File: config.mk
export PLATFORM = sky130hd
export DESIGN_NAME = nfa_symbol_matcher
export DESIGN_NICKNAME = d
export VERILOG_FILES = /design/src/design/nfa_pkg.sv /design/src/design/nfa_arc_mem.sv /design/src/design/nfa_symbol_matcher.sv
export SDC_FILE = /design/constraint.sdc
export NUM_CORES = 1
export LEC_CHECK = 0
export BUFFER_PORTS_ARGS = -buffer_cell sky130_fd_sc_hd__buf_2
export CAP_MARGIN = 10
export CORE_UTILIZATION = 35
export CTS_BUF_LIST = sky130_fd_sc_hd__clkbuf_8
export CTS_CLUSTER_DIAMETER = 80
export DETAILED_ROUTE_END_ITERATION = 7
export GPL_ROUTABILITY_DRIVEN = 0
export HOLD_SLACK_MARGIN = 0.08
export SKIP_LAST_GASP = 1
export SYNTH_ARGS = -nofsm -noshare
export SYNTH_HDL_FRONTEND = slang
export SYNTH_SLANG_ARGS = --single-unit
File: constraint.sdc
create_clock -name i_clk -period 6.7 [get_ports i_clk]
set_clock_uncertainty 0.1 [all_clocks]
set_input_delay 0.67 -clock i_clk [delete_from_list [all_inputs] [get_ports i_clk]]
set_output_delay 0.67 -clock i_clk [all_outputs]
set_load 0.1 [all_outputs]
File: src/design/nfa_pkg.sv
`timescale 1ns / 1ps

package nfa_pkg;

    // Item op codes
    localparam logic [2:0] OP_ADD   = 3'd0;
    localparam logic [2:0] OP_MARK  = 3'd1;
    localparam logic [2:0] OP_SYM   = 3'd2;
    localparam logic [2:0] OP_END   = 3'd3;
    localparam logic [2:0] OP_CLEAR = 3'd4;

    // Result kinds
    localparam logic KIND_VERDICT = 1'b0;
    localparam logic KIND_DROP    = 1'b1;

    localparam int unsigned MASK_W = 32;

    typedef struct packed {
        logic [2:0] op;
        logic [4:0] from_state;
        logic [4:0] to_state;
        logic [7:0] symbol;
        logic       mark_start;
        logic       mark_accept;
    } t_in_item;

    typedef struct packed {
        logic              kind;
        logic              accepted;
        logic [MASK_W-1:0] reached_mask;
        logic [MASK_W-1:0] accepting_mask;
    } t_out_item;

    typedef struct packed {
        logic [4:0] src;
        logic [7:0] sym;
        logic [4:0] dst;
    } t_arc;

    typedef enum logic [1:0] {
        S_IDLE,
        S_SCAN,
        S_HOLD
    } t_state;

endpackage

File: src/design/nfa_arc_mem.sv
`timescale 1ns / 1ps

module nfa_arc_mem
    import nfa_pkg::*;
#(
    parameter int DEPTH = 64,
    parameter int AW    = 6
) (
    input  logic          i_clk,
    input  logic          i_wr_en,
    input  logic [AW-1:0] i_wr_addr,
    input  t_arc          i_wr_arc,
    input  logic [AW-1:0] i_rd_addr,
    output t_arc          o_rd_arc
);

    t_arc r_mem [DEPTH];
    t_arc r_rd_arc;

    always_ff @(posedge i_clk) begin
        if (i_wr_en) begin
            r_mem[i_wr_addr] <= i_wr_arc;
        end
    end

    always_ff @(posedge i_clk) begin
        r_rd_arc <= r_mem[i_rd_addr];
    end

    assign o_rd_arc = r_rd_arc;

endmodule

File: src/design/nfa_symbol_matcher.sv
// Channel | Direction | Handshake                    | Payload
// in      | input     | i_in_valid / o_in_stall      | i_in_item  (t_in_item)
// out     | output    | o_out_valid / i_out_stall    | o_out_item (t_out_item)
//
// Add, mark, end-of-string and clear items are handled in the idle state.
// A symbol item with arcs stored moves to a scan state that stalls the input until
//   every stored arc has been compared (an empty table clears the active set instead): the single read
//   port of the transition memory delivers one stored arc per cycle to the compare unit.
// A result that meets a stalled, occupied output register waits in a holding
//   register; the input stalls until it moves on.
// Reset clears the count, marks, active set and control; arc storage is left as is.
`timescale 1ns / 1ps

module nfa_symbol_matcher
    import nfa_pkg::*;
#(
    parameter int NUM_STATES      = 32,
    parameter int NUM_TRANSITIONS = 64
) (
    input  logic      i_clk,
    input  logic      i_rst_n,
    input  logic      i_in_valid,
    output logic      o_in_stall,
    input  t_in_item  i_in_item,
    output logic      o_out_valid,
    input  logic      i_out_stall,
    output t_out_item o_out_item
);

    localparam int AW = (NUM_TRANSITIONS > 1) ? $clog2(NUM_TRANSITIONS) : 1;
    localparam int CW = $clog2(NUM_TRANSITIONS + 1);
    localparam logic [CW-1:0] CountFull = CW'(NUM_TRANSITIONS);
    localparam logic [MASK_W-1:0] StateMask = (NUM_STATES >= MASK_W) ? {MASK_W{1'b1}}
                                              : MASK_W'((64'd1 << NUM_STATES) - 64'd1);

    t_state            r_state,  n_state;
    logic [CW-1:0]     r_count,  n_count;
    logic [MASK_W-1:0] r_start,  n_start;
    logic [MASK_W-1:0] r_accept, n_accept;
    logic [MASK_W-1:0] r_active, n_active;
    logic              r_fresh,  n_fresh;
    logic [MASK_W-1:0] r_cur,    n_cur;
    logic [MASK_W-1:0] r_next,   n_next;
    logic [7:0]        r_sym,    n_sym;
    logic [CW-1:0]     r_issue,  n_issue;
    logic              r_chk,    n_chk;
    logic              r_out_valid, n_out_valid;
    t_out_item         r_out,    n_out;
    t_out_item         r_pend,   n_pend;

    logic              in_acc;
    logic              out_free;
    logic              mem_we;
    logic [AW-1:0]     rd_addr;
    t_arc              wr_arc;
    t_arc              rd_arc;
    logic [MASK_W-1:0] reached;
    logic [MASK_W-1:0] src_bit;
    logic [MASK_W-1:0] dst_bit;
    logic              full;
    t_out_item         res;

    assign in_acc   = i_in_valid && !o_in_stall;
    assign out_free = !r_out_valid || !i_out_stall;
    assign full     = (r_count == CountFull);
    assign reached  = r_fresh ? r_start : r_active;
    assign src_bit  = (MASK_W'(1) << i_in_item.from_state) & StateMask;
    assign dst_bit  = (MASK_W'(1) << rd_arc.dst) & StateMask;
    assign wr_arc   = '{src: i_in_item.from_state, sym: i_in_item.symbol,
                        dst: i_in_item.to_state};
    assign mem_we   = in_acc && (i_in_item.op == OP_ADD) && !full;

    nfa_arc_mem #(
        .DEPTH (NUM_TRANSITIONS),
        .AW    (AW)
    ) u_arc_mem (
        .i_clk     (i_clk),
        .i_wr_en   (mem_we),
        .i_wr_addr (r_count[AW-1:0]),
        .i_wr_arc  (wr_arc),
        .i_rd_addr (rd_addr),
        .o_rd_arc  (rd_arc)
    );

    always_comb begin
        n_state     = r_state;
        n_count     = r_count;
        n_start     = r_start;
        n_accept    = r_accept;
        n_active    = r_active;
        n_fresh     = r_fresh;
        n_cur       = r_cur;
        n_next      = r_next;
        n_sym       = r_sym;
        n_issue     = r_issue;
        n_chk       = 1'b0;
        n_out_valid = r_out_valid && i_out_stall;
        n_out       = r_out;
        n_pend      = r_pend;
        rd_addr     = r_issue[AW-1:0];
        res         = '0;
        o_in_stall  = (r_state != S_IDLE);

        case (r_state)
            S_IDLE: begin
                if (in_acc) begin
                    case (i_in_item.op)
                        OP_ADD: begin
                            if (full) begin
                                res.kind = KIND_DROP;
                                if (out_free) begin
                                    n_out_valid = 1'b1;
                                    n_out       = res;
                                end else begin
                                    n_pend  = res;
                                    n_state = S_HOLD;
                                end
                            end else begin
                                n_count = r_count + CW'(1);
                            end
                        end
                        OP_MARK: begin
                            if (i_in_item.mark_start) begin
                                n_start = r_start | src_bit;
                            end
                            if (i_in_item.mark_accept) begin
                                n_accept = r_accept | src_bit;
                            end
                        end
                        OP_SYM: begin
                            n_cur   = reached;
                            n_next  = '0;
                            n_sym   = i_in_item.symbol;
                            n_issue = '0;
                            n_fresh = 1'b0;
                            if (r_count == '0) begin
                                n_active = '0;
                            end else begin
                                n_state = S_SCAN;
                            end
                        end
                        OP_END: begin
                            res.kind           = KIND_VERDICT;
                            res.reached_mask   = reached;
                            res.accepting_mask = reached & r_accept;
                            res.accepted       = |(reached & r_accept);
                            n_active = '0;
                            n_fresh  = 1'b1;
                            if (out_free) begin
                                n_out_valid = 1'b1;
                                n_out       = res;
                            end else begin
                                n_pend  = res;
                                n_state = S_HOLD;
                            end
                        end
                        OP_CLEAR: begin
                            n_count  = '0;
                            n_start  = '0;
                            n_accept = '0;
                            n_active = '0;
                            n_fresh  = 1'b1;
                        end
                        default: begin
                        end
                    endcase
                end
            end
            S_SCAN: begin
                // issue one read a cycle; compare the arc that comes back next cycle
                if (r_issue != r_count) begin
                    n_chk   = 1'b1;
                    n_issue = r_issue + CW'(1);
                end
                if (r_chk && (rd_arc.sym == r_sym) && r_cur[rd_arc.src]) begin
                    n_next = r_next | dst_bit;
                end
                if ((r_issue == r_count) && !r_chk) begin
                    n_active = r_next;
                    n_state  = S_IDLE;
                end
            end
            S_HOLD: begin
                if (out_free) begin
                    n_out_valid = 1'b1;
                    n_out       = r_pend;
                    n_state     = S_IDLE;
                end
            end
            default: begin
                n_state = S_IDLE;
            end
        endcase
    end

    always_ff @(posedge i_clk) begin
        if (!i_rst_n) begin
            r_state     <= S_IDLE;
            r_count     <= '0;
            r_start     <= '0;
            r_accept    <= '0;
            r_active    <= '0;
            r_fresh     <= 1'b1;
            r_issue     <= '0;
            r_chk       <= 1'b0;
            r_out_valid <= 1'b0;
        end else begin
            r_state     <= n_state;
            r_count     <= n_count;
            r_start     <= n_start;
            r_accept    <= n_accept;
            r_active    <= n_active;
            r_fresh     <= n_fresh;
            r_issue     <= n_issue;
            r_chk       <= n_chk;
            r_out_valid <= n_out_valid;
        end
    end

    always_ff @(posedge i_clk) begin
        r_cur  <= n_cur;
        r_next <= n_next;
        r_sym  <= n_sym;
        r_out  <= n_out;
        r_pend <= n_pend;
    end

    assign o_out_valid = r_out_valid;
    assign o_out_item  = r_out;

    a_count_bound: assert property (@(posedge i_clk) disable iff (!i_rst_n)
        r_count <= CountFull)
        else $error("transition count beyond table depth");

    a_issue_bound: assert property (@(posedge i_clk) disable iff (!i_rst_n)
        (r_state == S_SCAN) |-> (r_issue <= r_count))
        else $error("scan read index beyond stored arcs");

    a_scan_done: assert property (@(posedge i_clk) disable iff (!i_rst_n)
        (r_state == S_SCAN) && (n_state == S_IDLE) |-> (r_issue == r_count) && !r_chk)
        else $error("scan left before every arc was compared");

    a_hold_occupied: assert property (@(posedge i_clk) disable iff (!i_rst_n)
        (r_state == S_HOLD) |-> r_out_valid)
        else $error("held result while output register empty");

endmodule

==> results.sh, run 1 <==
export IMPL_final_setup_tns_ns=0
export IMPL_synth_cell_types=74
export IMPL_ant_nets=0
export IMPL_yosysTopAreaCell="edfxtp_1"
export IMPL_grt_overflow=0
export IMPL_timing_fmax_ghz=0.241
export IMPL_yosys_top_cells_area="edfxtp_1 (71%), mux4_2 (11%), dfxtp_1 (4.6%)"
export IMPL_numCtsBuffers=224
export IMPL_critPathSlowestCell="nor2_2"
export IMPL_io_pin_count=95
export IMPL_drc_errors=0
export IMPL_synth_seq_area_share_pct=75.6
export IMPL_synth_cells=2962
export IMPL_area_growth_pct=12.7
export IMPL_cts_max_level=4
export IMPL_peakVddDrop_uv=245
export IMPL_outcome="completed"
export IMPL_vias_per_cell=5.33
export IMPL_grt_max_degree=101
export IMPL_postCtsResizedCells=0
export IMPL_synthSimpleGateAreaFrac_pct=4.04
export IMPL_cts_path_max_buffers=3
export IMPL_hold_class="primary input to flip-flop"
export IMPL_clk_latency_ns=0.96
export IMPL_holdWs_ns=0.226
export IMPL_dieArea_um2=166000
export IMPL_muxShareOfSynthArea_pct=14.1
export IMPL_ys_warnings_count=0
export IMPL_post_cts_buffers=0
export IMPL_grt_use_total_pct=17.6
export IMPL_grt_pass1_vias=29230
export IMPL_grt_antenna_before_repair=5
export IMPL_grt_pass1_wl_mm=209
export IMPL_ys_flop_type="edfxtp_1"
export IMPL_place_hpwl_mm=87.5
export IMPL_syn_cell_area_um2=57400
export IMPL_wl_per_cell_um=26.4
export IMPL_vias=29525
export IMPL_dp_cells=5115
export IMPL_postPlaceCellArea_um2=60300
export IMPL_end_kind="flip-flop"
export IMPL_path_clk_slew_ns=0.06
export IMPL_drtIter0Drc=3354
export IMPL_final_cells=5539
export IMPL_synth_xor_area_share_pct=0.397
export IMPL_power_density_nw_per_um2=271
export IMPL_finalSetupViolations=0
export IMPL_synth_compound_area_share_pct=4.13
export IMPL_start_util_pct=35.3
export IMPL_cts_root_buf="clkbuf_8"
export IMPL_post_route_min_period_ns=4.15
export IMPL_finalCritPeriodShare_pct=62.0
export IMPL_arrival_ns=4.56
export IMPL_die_w_um=407
export IMPL_p_leak_uw=0.0204
export IMPL_hold_viol=0
export IMPL_routed_wirelength_mm=146
export IMPL_crit_fanout=18
export IMPL_cts_tree="done"
export IMPL_io_buffer_count=94
export IMPL_synth_seq_cells=1489
export IMPL_syn_avg_cell_area_um2=19.4
export IMPL_max_slew_margin_pct=13.5
export IMPL_syn_nets=2992
export IMPL_critPathMaxStageDelay_ns=1.19
export IMPL_drtPass1Iterations=5
export IMPL_drive_gt1_share_pct=26.5
export IMPL_start_kind="flip-flop"
export IMPL_slew_violations=0
export IMPL_postLayoutCellArea_um2=64700
export IMPL_final_nets=3205
export IMPL_rows=148
export IMPL_reg2reg_slack_ns=2.55
export IMPL_maxCapViolCount=0
export IMPL_worstMarginPinSlew_ns=1.29
export IMPL_synthArstFlopShare_pct=0
export IMPL_cts_sinks=1489
export IMPL_crit_chain="inv_1, ha_1, nand4b_1, and3_1, and2_1, nand3_1, nor2_2"
export IMPL_synthAdderAreaFrac_pct=0.0654
export IMPL_synth_top_family_by_area="multiplexers"
export IMPL_synth_top_area_share_pct=70.9
export IMPL_coreArea_um2=163000
export IMPL_synth_edff_count=1356
export IMPL_cp_required_ns=7.11
export IMPL_die_h_um=407
export IMPL_rsz0062_at_grt="false"
export IMPL_criticalPathCategory="flip-flop to flip-flop"
[sequential cells by signal, summed over array words and instances, names as in the netlist]
name	cells
o_out_item	66
o_out_valid	1
r_accept	32
r_active	32
r_chk	1
r_count	7
r_cur	32
r_fresh	1
r_issue	7
r_next	32
r_pend	66
r_start	32
r_state	2
r_sym	8
u_arc_mem.o_rd_arc	18
u_arc_mem.r_mem	1152
[stage by stage]
stage	power, uW	utilization (%)	setup slack, ns
after floorplan	10500	-	0.146
after global placement	10700	37.1	2.28
after detailed placement	10700	37.1	2.28
after CTS	17700	39.7	2.63
after global routing	18100	39.7	2.43
final	17600	39.7	2.55
[cells in the final DEF (no fill, tap or decap), drive strengths merged, types with 73 or more instances in the layout]
cell type  netlist  layout
a21oi          112     112
buf            107     146
clkbuf          59     236
clkinv           1      73
dfxtp          133     133
edfxtp        1356    1356
inv             13     107
mux2           100     100
mux4           276     276
nor2           214     214
[critical path, delay by kind of cell, from the launching register on]
kind	cells	cell delay, ns
simple gates	5	2.79
flops	1	0.49
fa+ha+maj	1	0.22
buf+inv	1	0.10
[cells by family (layout without fill, tap and decap cells)]
logic type,Yosys count,in the layout
adder cells (fa/ha/maj),3,3
AO/OA/AOI/OAI,346,346
buffers and inverters,180,576
AND/OR/NAND/NOR,472,472
flip-flops,1489,1489
multiplexers,446,446
XOR/XNOR,26,26
other,0,6
[repair_timing]
item	4_1_cts	5_1_grt
hold endpoints to repair	15	0
hold buffers	7	0
endpoints found under the setup margin	0	0
[cells in the mapped netlist (3+ instances only)]
master and count:
and3_1 40, mux2i_1 70, o31ai_1 8, a211oi_1 16, a311oi_1 6, edfxtp_1 1356
dfxtp_1 133, nor4_1 5, buf_1 17, mux4_2 270, xnor2_1 7, xor2_1 19
buf_6 21, buf_4 20, a22o_1 51, buf_2 46, o21ai_0 6, nor3b_1 5
nand2_1 57, nand3b_1 4, nor3_1 24, o221ai_1 14, or3_1 14, and2_1 41
mux4_1 6, o22ai_1 43, or2_2 3, a21oi_1 112, nor2_1 214, inv_1 13
ha_1 3, a221oi_1 12, nand4_1 8, mux2_2 99, a22oi_1 35, nor2b_1 15
nand3_1 10, nor4_2 4, o21ai_1 4, nand2b_1 14, a31oi_1 15, clkbuf_1 59
[report_power, final]
part	leakage, uW	switching (uW)	internal (uW)
sequential	0.0134	12.7	10100
clock	0.00248	3590	3480
combinational	0.00457	286	52.5
[worst paths after layout]
path | startpoint | end | cells after the start
worst max register to register | r_count[1] | u_arc_mem.r_mem[46][8] | 7
worst max-delay path | r_count[1] | u_arc_mem.r_mem[46][8] | 7
worst min register to register | r_next[5] | r_active[5] | 1
worst min-delay path | i_in_item[14] | u_arc_mem.r_mem[1][4] | 1
[cell type report]
class,count,area [um2]
well taps,2175,2720
flip-flops and latches,1489,43400
fillers,14591,98100
multi-input cells,1293,13200
diodes,6,15.0
clock buffers,236,3250
inverters,14,52.6
clock inverters,173,986
repair buffers,153,1040
[metal layers]
| metal | vias up | GRT usage (%) | wire length [um] |
|---|---|---|---|
| met5 | - | 0 | 34 |
| met4 | 6 | 5.47 | 3870 |
| met3 | 256 | 4.18 | 11800 |
| met2 | 1259 | 26.8 | 67100 |
| met1 | 15465 | 24.9 | 63600 |
| li1 | 12539 | - | - |
No activity file was read; power rests on OpenSTA's default activity.
==> run 2, diff against run 1 <==
Clock period 6.7 ns to 3.5 ns, I/O delays scaled along.
==> results.sh, run 2 (same netlist as run 1, synthesis figures left out) <==
export IMPL_hold_viol=0
export IMPL_reg2reg_to="u_arc_mem.o_rd_arc[16]"
export IMPL_final_setup_tns_ns=0
export IMPL_cts_max_level=4
export IMPL_vias_per_cell=5.28
export IMPL_grt_use_total_pct=18.3
export IMPL_reg2reg_depth=8
export IMPL_final_fill_count=14461
export IMPL_use_met1_pct=25.3
export IMPL_grt_overflow=0
export IMPL_critPathMaxStageDelay_ns=0.65
export IMPL_maxCapViolCount=0
export IMPL_seqCellArea_um2=43400
export IMPL_finalPower_uw=34700
export IMPL_timing_fmax_ghz=0.293
export IMPL_ant_nets=0
export IMPL_p_leak_uw=0.0217
export IMPL_start_util_pct=35.3
export IMPL_rsz0062_at_grt="false"
export IMPL_power_density_nw_per_um2=518
export IMPL_io_buffer_count=94
export IMPL_gr_usage_met2_pct=29.4
export IMPL_grt_use_met3_pct=3.61
export IMPL_outcome="completed"
export IMPL_multi_input_area_um2=13200
export IMPL_routed_wirelength_mm=152
export IMPL_criticalPathCategory="flip-flop to flip-flop"
export IMPL_vias=30361
export IMPL_peakVddDrop_uv=380
export IMPL_cts_path_max_buffers=3
export IMPL_drive_gt1_share_pct=30.4
export IMPL_crit_chain="buf_12, buf_12, mux2i_1, o22ai_1, o31ai_1, a211oi_1, buf_4, o311a_1"
export IMPL_post_cts_buffers=0
export IMPL_io_pin_count=95
export IMPL_hold_class="primary input to flip-flop"
export IMPL_worstMarginPinSlew_ns=1.19
export IMPL_post_place_ws_ns=0.139
export IMPL_die_w_um=407
export IMPL_slew_violations=0
export IMPL_grt_antenna_before_repair=11
export IMPL_cp_required_ns=4.18
export IMPL_rows=148
export IMPL_grt_pass1_wl_mm=218
export IMPL_setup_slack_ns=0.0860
export IMPL_post_route_min_period_ns=3.41
export IMPL_numCtsBuffers=235
export IMPL_cts_tree="done"
export IMPL_grt_max_degree=69
export IMPL_critPathSlowestCell="dfxtp_4"
export IMPL_crit_path_end="u_arc_mem.o_rd_arc[16]"
export IMPL_grt_pass1_vias=30352
export IMPL_finalSetupViolations=0
export IMPL_end_kind="flip-flop"
export IMPL_layout_commonest_cell="edfxtp_1"
export IMPL_area_growth_pct=16.6
export IMPL_drtIter0Drc=3042
export IMPL_finalCritPeriodShare_pct=97.5
export IMPL_largest_reg_flops=1152
export IMPL_arrival_ns=4.09
export IMPL_reg2reg_from="r_issue[1]"
export IMPL_dieArea_um2=166000
export IMPL_reg2reg_slack_ns=0.09
export IMPL_max_slew_margin_pct=20.8
export IMPL_final_nets=3399
export IMPL_die_h_um=407
export IMPL_start_kind="flip-flop"
export IMPL_crit_fanout=31
export IMPL_drtPass1Iterations=5
export IMPL_path_clk_slew_ns=0.06
export IMPL_drc_errors=0
export IMPL_postPlaceCellArea_um2=61900
export IMPL_crit_path_frequent_cell="buf_12"
export IMPL_cts_sinks=1489
export IMPL_critPathLaunch="r_issue[1]"
export IMPL_wl_per_cell_um=26.5
export IMPL_coreArea_um2=163000
export IMPL_postLayoutCellArea_um2=66900
export IMPL_layout_common_cells="edfxtp_1 (1356), mux4_2 (270), clkbuf_8 (263), buf_4 (180), nor2_1 (152)"
export IMPL_largest_register="u_arc_mem.r_mem"
export IMPL_clk_latency_ns=0.97
export IMPL_busiest_layer="met2"
export IMPL_cts_root_buf="clkbuf_8"
export IMPL_place_hpwl_mm=95.7
run 2: cell count changes in the layout (fill, tap and decap cells not counted), sizes merged:
cell | before | now
buf | 146 | 306
clkbuf | 236 | 263
dlygate4sd3 | 7 | 30
clkinv | 73 | 84
inv | 107 | 97
diode | 6 | 2
bufinv | 5 | 7
clkinvlp | 2 | 4
run 2: critical path, delay by kind of cell, from the launching register on:
kind                   cells  cell delay, ns
muxes                      1            0.30
AOI/OAI and AO/OA          4            1.38
buffers and inverters      3            0.82
DFF                        1            0.65
run 2: layer usage:
| layer | part of all wire, % | routed length [um] |
|---|---|---|
| met1 | 43 | 65000 |
| met2 | 48 | 73100 |
| met3 | 7.0 | 10600 |
| met4 | 2.4 | 3660 |
| met5 | 0.035 | 54 |
run 2: final cells by class:
type / count / share of cell area, %
tap: 2175 / 4.07
inverter: 14 / 0.0785
sequential: 1489 / 64.8
antenna: 2 / 0.00748
timing repair buffer: 336 / 4.15
clock inverter: 178 / 1.70
multi-input combinational: 1293 / 19.8
clock buffer: 263 / 5.41
run 2: worst min-delay path by stage:
stage	start	endpoint	depth (start not counted)
floorplan	r_start[0]	r_start[0]	2
global placement	r_start[15]	r_start[15]	2
detailed placement	r_start[21]	r_start[21]	2
CTS	i_in_item[22]	o_out_valid	5
global route	i_in_item[22]	o_out_valid	5
finish	i_in_item[22]	o_out_valid	5
run 2: through the flow:
| stage | hold WS [ns] | cells | util, % |
|---|---|---|---|
| finish | 0.142 | 5750 | 41.1 |
| global route | 0.146 | 5750 | 41.1 |
| CTS | 0.0937 | 5748 | 41.1 |
| detailed placement | 0.353 | 5277 | 38.0 |
| global placement | 0.341 | 5277 | 38.0 |
| floorplan | 0.331 | 2962 | - |
run 2: what timing repair did:
item / in CTS / in global routing
hold endpoints to repair: 624 / 0
hold buffers: 30 / 0
gates resized for setup: 0 / 0
run 2: where the power goes:
part	total, uW	internal, uW	switching, uW
Combinational	667	131	536
Sequential	19400	19400	19.9
Clock	14600	7510	7070
Total	34700	27000	7630
